[src/pha_pkg.sv]
// Shared constants, widths and the arctangent table for the path heading assigner.
// No dependencies; every other file uses it by scoped names.
package pha_pkg;

	localparam int POS_W   = 32;
	localparam int YAW_W   = 16;
	localparam int LEN_W   = 40;
	localparam int DIST_W  = 34;
	localparam int MIND_W  = 21;
	localparam int OMNI_W  = 5;
	localparam int NUM_W   = 40;

	localparam int CORDIC_STEPS = 30;

	// register select, taken from paddr[2]
	localparam logic REG_MIN_DIST = 1'b0;
	localparam logic REG_OMNI     = 1'b1;

	localparam logic [MIND_W-1:0] MIN_DIST_RST = 21'd3277;
	localparam logic [OMNI_W-1:0] OMNI_RST     = 5'd20;

	// atan(2^-k), 2^32 per turn
	function automatic logic [31:0] atan_lut(input logic [4:0] k);
		logic [31:0] v;
		unique case (k)
			5'd0:  v = 32'd536870912;
			5'd1:  v = 32'd316933406;
			5'd2:  v = 32'd167458907;
			5'd3:  v = 32'd85004756;
			5'd4:  v = 32'd42667331;
			5'd5:  v = 32'd21354465;
			5'd6:  v = 32'd10679838;
			5'd7:  v = 32'd5340245;
			5'd8:  v = 32'd2670163;
			5'd9:  v = 32'd1335087;
			5'd10: v = 32'd667544;
			5'd11: v = 32'd333772;
			5'd12: v = 32'd166886;
			5'd13: v = 32'd83443;
			5'd14: v = 32'd41722;
			5'd15: v = 32'd20861;
			5'd16: v = 32'd10430;
			5'd17: v = 32'd5215;
			5'd18: v = 32'd2608;
			5'd19: v = 32'd1304;
			5'd20: v = 32'd652;
			5'd21: v = 32'd326;
			5'd22: v = 32'd163;
			5'd23: v = 32'd81;
			5'd24: v = 32'd41;
			5'd25: v = 32'd20;
			5'd26: v = 32'd10;
			5'd27: v = 32'd5;
			5'd28: v = 32'd3;
			5'd29: v = 32'd1;
			default: v = 32'd0;
		endcase
		return v;
	endfunction

endpackage

[src/pha_sqrt.sv]
// Segment length unit: floor(sqrt(dx^2+dy^2)) below 2^31 magnitude, one result bit per cycle.
// Depends on pha_pkg.
module pha_sqrt (
	input  logic                        clk,
	input  logic                        arst_n,
	input  logic                        start,
	input  logic signed [32:0]          dx,
	input  logic signed [32:0]          dy,
	output logic                        done,
	output logic [pha_pkg::DIST_W-1:0]  len
);
	typedef enum logic [1:0] {S_IDLE, S_SQ, S_ADD, S_RUN} state_t;

	state_t      state_q;
	logic [32:0] ax, ay;
	logic        half;
	logic [30:0] ax_q, ay_q;
	logic        half_q;
	logic [61:0] sqx_q, sqy_q;
	logic [62:0] v_q, r_q, bit_q;
	logic [4:0]  cnt_q;
	logic [63:0] trial;
	logic        ge;
	logic [62:0] r_nxt;
	logic        done_q;
	logic [pha_pkg::DIST_W-1:0] len_q;

	assign ax    = dx[32] ? 33'(-dx) : 33'(dx);
	assign ay    = dy[32] ? 33'(-dy) : 33'(dy);
	// magnitudes at or above 2^31 are halved and the root doubled
	assign half  = (|ax[32:31]) | (|ay[32:31]);
	assign trial = {1'b0, r_q} + {1'b0, bit_q};
	assign ge    = {1'b0, v_q} >= trial;
	assign r_nxt = ge ? ((r_q >> 1) + bit_q) : (r_q >> 1);

	always_ff @(posedge clk or negedge arst_n) begin
		if (!arst_n) begin
			state_q <= S_IDLE;
			done_q  <= 1'b0;
			cnt_q   <= '0;
		end else begin
			done_q <= (state_q == S_RUN) && (cnt_q == 5'd31);
			unique case (state_q)
				S_IDLE: begin
					if (start) begin
						ax_q    <= half ? ax[31:1] : ax[30:0];
						ay_q    <= half ? ay[31:1] : ay[30:0];
						half_q  <= half;
						state_q <= S_SQ;
					end
				end
				S_SQ: begin
					sqx_q   <= ax_q * ax_q;
					sqy_q   <= ay_q * ay_q;
					state_q <= S_ADD;
				end
				S_ADD: begin
					v_q     <= {1'b0, sqx_q} + {1'b0, sqy_q};
					r_q     <= '0;
					bit_q   <= 63'd1 << 62;
					cnt_q   <= '0;
					state_q <= S_RUN;
				end
				S_RUN: begin
					if (ge) begin
						v_q <= v_q - trial[62:0];
					end
					r_q   <= r_nxt;
					bit_q <= bit_q >> 2;
					cnt_q <= cnt_q + 5'd1;
					if (cnt_q == 5'd31) begin
						len_q   <= half_q ? {1'b0, r_nxt[31:0], 1'b0} : {2'b00, r_nxt[31:0]};
						state_q <= S_IDLE;
					end
				end
				default: state_q <= S_IDLE;
			endcase
		end
	end

	assign done = done_q;
	assign len  = len_q;
endmodule

[config.mk]
export PLATFORM = sky130hd
export DESIGN_NAME = pha_sqrt
export DESIGN_NICKNAME = d
export VERILOG_FILES = /design/src/pha_pkg.sv /design/src/pha_sqrt.sv
export SDC_FILE = /design/constraint.sdc
export NUM_CORES = 2
export LEC_CHECK = 0
export BUFFER_PORTS_ARGS = -buffer_cell sky130_fd_sc_hd__buf_2
export CAP_MARGIN = 10
export CORE_MARGIN = 5
export CORE_UTILIZATION = 30
export DETAILED_ROUTE_END_ITERATION = 6
export PLACE_DENSITY = 0.52
export SETUP_SLACK_MARGIN = 0.02
export SYNTH_ARGS = -nofsm -noshare
export SYNTH_HDL_FRONTEND = slang
export SYNTH_SLANG_ARGS = --single-unit
[constraint.sdc]
create_clock -name clk -period 9.5 [get_ports clk]
set_input_delay 1.9 -clock clk [delete_from_list [all_inputs] [get_ports clk]]
set_output_delay 1.9 -clock clk [all_outputs]
set_load 0.01 [all_outputs]
==> results.cfg <==
[global_route]
met1_usage = 0.236
grt_pass1_wl_um = 376000
grt_pass1_vias = 64500
grt_usage = 0.168
grt_busiest_layer = met2
overflow = 0
antenna_found_initial = 8
grt_max_degree = 78
grt_use_met2 = 0.278
grt_util_met3 = 0.0235

[status]
status = finished clean

[routing]
ant_nets = 0
vias = 59800
drc = 0
drtIter0Drc = 4063
vias_per_cell = 4.86
wl_per_cell_um = 19.4
first_pass_iters = 6
wirelength_um = 239000

[synth]
synth_cell_type_count = 80
synth-edff-count = 376
yosysWarnings = 0
synth_cells = 8713
synth_nets = 11000
syn_area_um2 = 81800
syn_avg_cell_area_um2 = 9.39
synth_flop_cell = edfxtp_1
synthArstFlopShare = 0.0208
seq_area_frac_synth = 0.140
ys_ff_latch = 384

[cts]
cts_made_buffers = 48
clkLatencyLatePin_ns = 0.70
htreeDepth = 2
hold_buffers = 0
clkTransAtPathRegs_ns = 0.08
cts_root_buffer = clkbuf_16
cts_sinks = 384
clockBufferDepth = 3
tritoncts = done

[die]
io_pins = 104
coreArea_um2 = 271000
row_count = 191
start_util = 0.302
dieArea_um2 = 283000
die_width_um = 532
fp.dieH_um = 532

[setup_path]
worst_setup_path_start_kind = flop
worstPathArrival_ns = 9.67
end_kind = flop
crit_required_ns = 9.92
crit_fanout = 21
crit_type = reg -> reg

[timing]
skew_ns = 0.0673
timing.fmax_mhz = 108
fin_crit_sh = 0.974
fin_crit_ns = 9.25
relSlewSlack = 0.223
setup_viol = 0
finalHoldViolations = 0
finalSetupTns_ns = 0
tightest_slew_ns = 1.16
rsz0062_at_grt = yes
slew_viol_final = 0

[run]
drv_cap = 0

[placement]
portBuffers = 102
hpwl_um = 201000
gp_congestion = 0.921

[cells_and_area]
multi_input_area_um2 = 62000
fill_cells = 28000
syn_to_final_growth_pct = 8.33
fin_nets = 11000
ff_latch_area_um2 = 11500
final_util = 0.327
final_layout_size_suffix_gt1_frac = 0.0481

[worst_hold_path]
hold_class = reg -> reg
state kept, by name, indices dropped and copies added, names as in the netlist, 31 cells and up:
register / flops
r_q: 63
len: 33
bit_q: 32
v_q: 63
ax_q: 31
sqy_q: 61
sqx_q: 61
ay_q: 31
critical path: stages (launching register included):
cell	delay, ns
edfxtp_1	0.69
buf_4	0.47
nand2_1	0.18
inv_1	0.12
fa_1	0.42
fa_1	0.54
fa_1	0.54
inv_1	0.05
fa_1	0.49
inv_1	0.05
fa_1	0.55
fa_1	0.42
fa_1	0.49
inv_1	0.05
fa_1	0.47
inv_1	0.04
ha_1	0.41
nand3_1	0.12
nor4_1	0.47
nand2b_1	0.20
a2111oi_1	0.70
nor3_2	0.19
o21ai_0	0.33
buf_4	0.19
a21boi_0	0.18
o41ai_1	0.32
a21oi_1	0.13
xnor2_1	0.14
placed cells by master (no fill, tap or decap), types with 54 or more instances in the layout:
cell | synthesis | final
a31oi_1 | 78 | 78
nor3_1 | 64 | 63
and3_1 | 56 | 54
fa_1 | 1497 | 1497
edfxtp_1 | 376 | 376
inv_1 | 1923 | 1922
nor2_1 | 370 | 370
mux2i_1 | 99 | 99
xor2_1 | 232 | 232
o21bai_1 | 75 | 75
a21oi_1 | 354 | 354
a21o_1 | 158 | 158
ha_1 | 741 | 740
buf_2 | 5 | 102
o21ai_0 | 265 | 264
nand3_1 | 69 | 69
nand2_1 | 823 | 823
xnor2_1 | 225 | 225
nand4_1 | 72 | 72
and2_1 | 412 | 411
buf_4 | 1 | 148
metal layers:
layer | part of all wire | wire (um)
met1 | 0.46 | 109000
met2 | 0.46 | 111000
met3 | 0.056 | 13400
met4 | 0.023 | 5410
met5 | 0.00014 | 34
what timing repair did:
action	4_1_cts	5_1_grt
resized for setup	0	2
setup buffers	0	7
endpoints found under the setup margin	0	4
stage by stage:
stage	hold slack (ns)	instance area (um^2)	setup WS [ns]	std cells
floorplan	0.470	81900	0.0423	8713
CTS	0.508	88600	0.0256	12300
global route	0.513	88700	0.00910	12300
global placement	0.487	86800	0.175	12200
detailed placement	0.491	86800	0.102	12200
finish	0.501	88700	0.251	12300
final timing paths:
| check | startpoint | to | slack (ns) | depth (start not counted) |
|---|---|---|---|---|
| worst min-delay path | cnt_q[4] | cnt_q[4] | 0.50 | 1 |
| worst max-delay path | ay_q[23] | sqy_q[58] | 0.25 | 27 |
| max in group asynchronous | arst_n | state_q[0] | 8.17 | 1 |
| worst max register to register | ay_q[23] | sqy_q[58] | 0.25 | 27 |
| min in group asynchronous | arst_n | done | 1.12 | 1 |
| worst min register to register | cnt_q[4] | cnt_q[4] | 0.50 | 1 |
cell families (layout without fill, tap and decap cells):
| group | count (synthesis) | count (layout) | synth area share |
|---|---|---|---|
| AO/OA/AOI/OAI | 1224 | 1224 | 0.0950 |
| buffers and inverters | 2245 | 2272 | 0.103 |
| flip-flops | 384 | 384 | 0.140 |
| adder cells (fa/ha/maj) | 2238 | 2238 | 0.479 |
| other | 1 | 3 | 0.0000458 |
| AND/OR/NAND/NOR | 2057 | 2057 | 0.120 |
| multiplexers | 107 | 107 | 0.0133 |
| XOR/XNOR | 457 | 457 | 0.0489 |
cell type report:
class | count | area share
Timing Repair Buffer | 256 | 0.0196
Sequential cell | 384 | 0.130
Clock buffer | 53 | 0.0139
Inverter | 1927 | 0.0816
Clock inverter | 36 | 0.00560
Multi-Input combinational cell | 6084 | 0.699
Tap cell | 3570 | 0.0504
Antenna cell | 2 | 0.0000564
cell usage after synthesis (51+ instances only):
master	number	area, um^2
inv_1	1923	7220
nor2_1	370	1390
nor2b_1	51	319
ha_1	741	9270
edfxtp_1	376	11300
and2_1	412	2580
nand2_1	823	3090
xor2_1	232	2030
fa_1	1497	30000
clkbuf_1	301	1130
nand4_1	72	450
a21o_1	158	1190
xnor2_1	225	1970
o21ai_0	265	1330
nor3_1	64	320
and3_1	56	350
a31oi_1	78	488
a21oi_1	354	1770
mux2i_1	99	991
o21bai_1	75	563
nand3_1	69	345
Power is left out: the tool's default activity adds up to more than one toggle a clock period on the data nets, which glitch-free logic cannot reach.
