**src/pha_pkg.sv**
```systemverilog
// Shared constants, widths and the arctangent table for the path heading assigner.
// No dependencies; every other file uses it by scoped names.
package pha_pkg;

	localparam int POS_W   = 32;
	localparam int YAW_W   = 16;
	localparam int LEN_W   = 40;
	localparam int DIST_W  = 34;
	localparam int MIND_W  = 21;
	localparam int OMNI_W  = 5;
	localparam int NUM_W   = 40;

	localparam int CORDIC_STEPS = 30;

	// register select, taken from paddr[2]
	localparam logic REG_MIN_DIST = 1'b0;
	localparam logic REG_OMNI     = 1'b1;

	localparam logic [MIND_W-1:0] MIN_DIST_RST = 21'd3277;
	localparam logic [OMNI_W-1:0] OMNI_RST     = 5'd20;

	// atan(2^-k), 2^32 per turn
	function automatic logic [31:0] atan_lut(input logic [4:0] k);
		logic [31:0] v;
		unique case (k)
			5'd0:  v = 32'd536870912;
			5'd1:  v = 32'd316933406;
			5'd2:  v = 32'd167458907;
			5'd3:  v = 32'd85004756;
			5'd4:  v = 32'd42667331;
			5'd5:  v = 32'd21354465;
			5'd6:  v = 32'd10679838;
			5'd7:  v = 32'd5340245;
			5'd8:  v = 32'd2670163;
			5'd9:  v = 32'd1335087;
			5'd10: v = 32'd667544;
			5'd11: v = 32'd333772;
			5'd12: v = 32'd166886;
			5'd13: v = 32'd83443;
			5'd14: v = 32'd41722;
			5'd15: v = 32'd20861;
			5'd16: v = 32'd10430;
			5'd17: v = 32'd5215;
			5'd18: v = 32'd2608;
			5'd19: v = 32'd1304;
			5'd20: v = 32'd652;
			5'd21: v = 32'd326;
			5'd22: v = 32'd163;
			5'd23: v = 32'd81;
			5'd24: v = 32'd41;
			5'd25: v = 32'd20;
			5'd26: v = 32'd10;
			5'd27: v = 32'd5;
			5'd28: v = 32'd3;
			5'd29: v = 32'd1;
			default: v = 32'd0;
		endcase
		return v;
	endfunction

endpackage

```
**src/pha_blend.sv**
```systemverilog
// Blend unit: turns from one yaw toward another the shorter way by num/den,
// rounded half up; restoring divide, one quotient bit a cycle. Depends on pha_pkg.
module pha_blend (
	input  logic                        clk,
	input  logic                        arst_n,
	input  logic                        start,
	input  logic [pha_pkg::YAW_W-1:0]   from,
	input  logic [pha_pkg::YAW_W-1:0]   to,
	input  logic [pha_pkg::NUM_W-1:0]   num,
	input  logic [pha_pkg::NUM_W-1:0]   den,
	output logic                        done,
	output logic [pha_pkg::YAW_W-1:0]   yaw
);
	localparam int PW = pha_pkg::YAW_W + pha_pkg::NUM_W;

	typedef enum logic [2:0] {S_IDLE, S_MUL, S_ADD, S_DIV, S_FIN} state_t;

	state_t      state_q;
	logic [15:0] way1, way2, way;
	logic        pos;
	logic [15:0] from_q, way_q, step_q;
	logic        pos_q;
	logic [pha_pkg::NUM_W-1:0] num_q, den_q;
	logic [PW-1:0]  prod_q;
	logic [PW:0]    rem_q;
	logic [PW-1:0]  dsh_q;
	logic [3:0]     cnt_q;
	logic           ge;
	logic           done_q;
	logic [15:0]    yaw_q;

	assign way1 = to - from;
	assign way2 = from - to;
	// equal ways turn the negative way
	assign pos  = way1 < way2;
	assign way  = pos ? way1 : way2;
	assign ge   = rem_q >= (PW+1)'(dsh_q);

	always_ff @(posedge clk or negedge arst_n) begin
		if (!arst_n) begin
			state_q <= S_IDLE;
			done_q  <= 1'b0;
			cnt_q   <= '0;
		end else begin
			done_q <= state_q == S_FIN;
			unique case (state_q)
				S_IDLE: begin
					if (start) begin
						from_q <= from;
						pos_q  <= pos;
						way_q  <= way;
						num_q  <= num;
						den_q  <= den;
						if (den == '0 || num >= den) begin
							step_q  <= way;
							state_q <= S_FIN;
						end else begin
							state_q <= S_MUL;
						end
					end
				end
				S_MUL: begin
					prod_q  <= way_q * num_q;
					state_q <= S_ADD;
				end
				S_ADD: begin
					rem_q   <= (PW+1)'(prod_q) + (PW+1)'(den_q >> 1);
					dsh_q   <= PW'({den_q, 15'd0});
					step_q  <= '0;
					cnt_q   <= '0;
					state_q <= S_DIV;
				end
				S_DIV: begin
					if (ge) begin
						rem_q <= rem_q - (PW+1)'(dsh_q);
					end
					step_q <= {step_q[14:0], ge};
					dsh_q  <= dsh_q >> 1;
					cnt_q  <= cnt_q + 4'd1;
					if (cnt_q == 4'd15) begin
						state_q <= S_FIN;
					end
				end
				S_FIN: begin
					yaw_q   <= pos_q ? (from_q + step_q) : (from_q - step_q);
					state_q <= S_IDLE;
				end
				default: state_q <= S_IDLE;
			endcase
		end
	end

	assign done = done_q;
	assign yaw  = yaw_q;
endmodule

```
**config.mk**
```make
export PLATFORM = sky130hd
export DESIGN_NAME = pha_blend
export DESIGN_NICKNAME = d
export VERILOG_FILES = /design/src/pha_pkg.sv /design/src/pha_blend.sv
export SDC_FILE = /design/constraint.sdc
export NUM_CORES = 2
export LEC_CHECK = 0
export ABC_AREA = 0
export ABC_CLOCK_PERIOD_IN_PS = 6700
export BUFFER_PORTS_ARGS = -buffer_cell sky130_fd_sc_hd__buf_2
export CORE_ASPECT_RATIO = 0.6
export CORE_MARGIN = 10
export CORE_UTILIZATION = 46
export DETAILED_ROUTE_END_ITERATION = 16
export GPL_ROUTABILITY_DRIVEN = 0
export PLACE_DENSITY_LB_ADDON = 0.3
export SLEW_MARGIN = 20
export SYNTH_ARGS = -nofsm -noshare
export SYNTH_HDL_FRONTEND = slang
export SYNTH_SLANG_ARGS = --single-unit
```
**constraint.sdc**
```tcl
create_clock -name clk -period 6.7 [get_ports clk]
set_input_delay 1.005 -clock clk [delete_from_list [all_inputs] [get_ports clk]]
set_output_delay 1.005 -clock clk [all_outputs]
set_load 0.1 [all_outputs]
```
==> impl_results.md <==
- Status: complete, no violations
- CTS tree: done
- Placement Cell Area: 44300 um2
- R2R Path End: prod_q[54]
- Reg2reg start: way_q[10]
- Num rows: 84
- Setup Skew: 23.40 ps
- Main combinational cell family by area after synthesis: adder cells
- Hold_buf cts: 0
- Area leader, netlist: fa_1
- Final-report max-slew violation count: 0
- First-pass DRT Iterations: 5
- Worst Path Required: 7000 ps
- Peak Freq: 151.4 MHz
- Worst r2r path cells: 24
- Final period util: 0.9856
- Sequential area share after synthesis: 0.2340
- I/O pin count: 132
- Critical Path Fanout Max: 5
- Reg-to-reg slack, setup: 100 ps
- Crit start category: flop
- Die Y: 251.3 um
- DP Worst Slack: -192.1 ps
- Worst-margin pin slew: 996.5 ps
- Antenna-violating nets left: 0
- Post-DP HPWL: 96910 um
- CP startpoint: way_q[10]
- Yosys reg bits: 321
- Detailed Route Iter0 Violations: 2888
- Area Growth Syn to Fin: 13.38%
- Ant. Diodes: 0
- Simple-gate portion of the synthesized area: 0.1452
- Top post-synthesis cells by area: fa_1 26%, edfxtp_1 23%, ha_1 9.9%, inv_1 7.2%, nand2_1 6.0%
- Clock Latency Late Sink: 560 ps
- Inst Count DP: 5761
- Post-synth top cells: 788 x inv_1, 656 x nand2_1, 535 x fa_1, 323 x ha_1, 313 x edfxtp_1
- Post-synthesis compound-gate area fraction: 0.1190
- Max H-tree Level: 2
- Share of layout cells above drive strength 1: 0.1284
- Post-synthesis cell type count: 95
- Final hold violations: 0
- RSZ-0062 raised after global routing: yes
- Clock root buffer: clkbuf_16
- Total track usage: 0.2307
- Vias in the first global route: 31670
- Async S/R FF share, synth: 0.02492
- Count leader, synth: inv_1
- Largest net degree at the start of global routing: 66
- Die area: 101900 um2
- Mux cell area share after synthesis: 0.004148
- First-pass GRT wire length: 184400 um
- Hold WC Path Type: in2async
- Cts bufs inserted: 36
- Initial antenna violation count: 3
- WL final: 119800 um
- CTS Buffer Depth: 3
- Post-Synth XOR/XNOR Area: 0.04356
- Post-synthesis adder-cell area fraction: 0.3596
- Nets: 5640
- Grt total ovfl: 0
- CP Class: reg2reg
- Worst-path clk slew: 70 ps
- CP Capture Type: flop
- Post-DR vias/cell: 5.448
- Top-area cell type share of the netlist area: 0.2611
- PortBufs: 131
- Initial Utilization: 0.4663
- Cells after Synth: 4433
- Worst Path Arrival: 6900 ps
- Clk sinks: 321
- Minimum clock period: 6603 ps
- Final WS setup: 96.63 ps
- Yosys warning count: 0
- Syn_nets: 5406
- Post-synth top flop: edfxtp_1
- Critical Path End: prod_q[54]
- # DRC: 0
- CORE AREA: 87970 um2
- Via count: 31900
- Synthesized area per cell: 9.253 um2
- Final Core Density: 0.5287
- Setup-failing EPs final: 0
- Post-synthesis cell area: 41020 um2
- DR WL/cell: 20.46 um
- Worst slew margin: 0.3357
- # Max-Cap Violations: 0
- Fin cells: 5856
- DIE WIDTH: 405.5 um
- Number of enable flip-flop cells after synthesis: 313
- Cell area after layout: 46510 um2
## flip-flops by register name, indices dropped and copies added, names as in the netlist
signal   count
num_q       40
den_q       40
step_q      16
rem_q       57
state_q      3
cnt_q        4
dsh_q       55
prod_q      56
done         1
pos_q        1
from_q      16
way_q       16
yaw         16
## worst min path at each step
| stage | startpoint | slack [ps] | endpoint |
|---|---|---|---|
| final | arst_n | 300 | state_q[1] |
| after global routing | arst_n | 290 | cnt_q[1] |
| after CTS | arst_n | 280 | cnt_q[1] |
| after detailed placement | cnt_q[1] | 490 | cnt_q[1] |
| after global placement | cnt_q[1] | 480 | cnt_q[1] |
| after floorplan | cnt_q[1] | 470 | cnt_q[1] |
## per-layer routing
metal  global-route usage  routed length [um]  part of all wire  vias up
met5                    0                  26           0.00022        -
met4              0.06026                3502             0.029        4
met3              0.07797               12930              0.11      172
met2               0.3235               48760              0.41     1261
met1               0.3362               54600              0.46    15680
li1                     -                   -                 -    14790
## repair_timing
item | in CTS | in global routing
buffers inserted | 14 | 12
gates cloned | 3 | 2
pin swaps | 19 | 55
resized for setup | 21 | 116
endpoints found under the setup margin | 14 | 19
## per-stage QoR
stage	setup TNS (ps)	hold slack, ps
floorplan	0	465.6
detailed placement	-1311	487.5
global route	-288.5	293.4
finish	0	299.2
CTS	-4.659	283.8
global placement	-947.1	482.7
## logic make-up (layout without fill, tap and decap cells)
group	count (synthesis)	count (layout)
buffers and inverters	983	1245
and+or+nand+nor	1294	1294
xor gates and xnor gates	204	204
adders and majority gates	858	858
muxes	16	16
DFF	321	321
AOI/OAI and AO/OA	757	757
## cells in the final DEF (no fill, tap or decap), types with 26 or more instances in the layout
| cell type | count |
|---|---|
| inv_1 | 782 |
| nand2_1 | 652 |
| fa_1 | 519 |
| edfxtp_1 | 313 |
| ha_1 | 306 |
| buf_4 | 219 |
| and2_1 | 215 |
| a21oi_1 | 198 |
| nor2_1 | 166 |
| xnor2_1 | 133 |
| buf_2 | 131 |
| o21ai_0 | 128 |
| a21o_1 | 125 |
| xor2_1 | 71 |
| o21ai_1 | 69 |
| nand4_1 | 44 |
| nand3_1 | 43 |
| clkbuf_16 | 40 |
| o21bai_1 | 35 |
| nor3_1 | 34 |
| nand2b_1 | 26 |
| buf_12 | 26 |
## critical path, stage by stage, from the launching register on
cell      delay (ps)
edfxtp_1         440
buf_12           190
and2_4           150
fa_1             530
inv_1             50
fa_1             520
inv_2             50
fa_2             610
fa_2             480
fa_1             550
inv_1             50
fa_1             480
inv_1             70
ha_4             210
a21o_1           160
a21o_1           180
a21oi_2          180
nor3_2            70
a21oi_2          180
buf_4            160
o22ai_4          120
o41ai_4          320
o311ai_2         200
a221oi_2         280
xnor2_1           90
## cell type report
type	count	area (um2)
fillers	7982	41460
multi-input cells	3129	28240
flip-flops and latches	321	9599
repair buffers	390	3052
inverters	789	2962
well taps	1161	1453
clock buffers	44	973.4
clock inverters	22	231.5
Power is left out: the tool's default activity adds up to more than one toggle a clock period on the data nets, which glitch-free logic cannot reach.
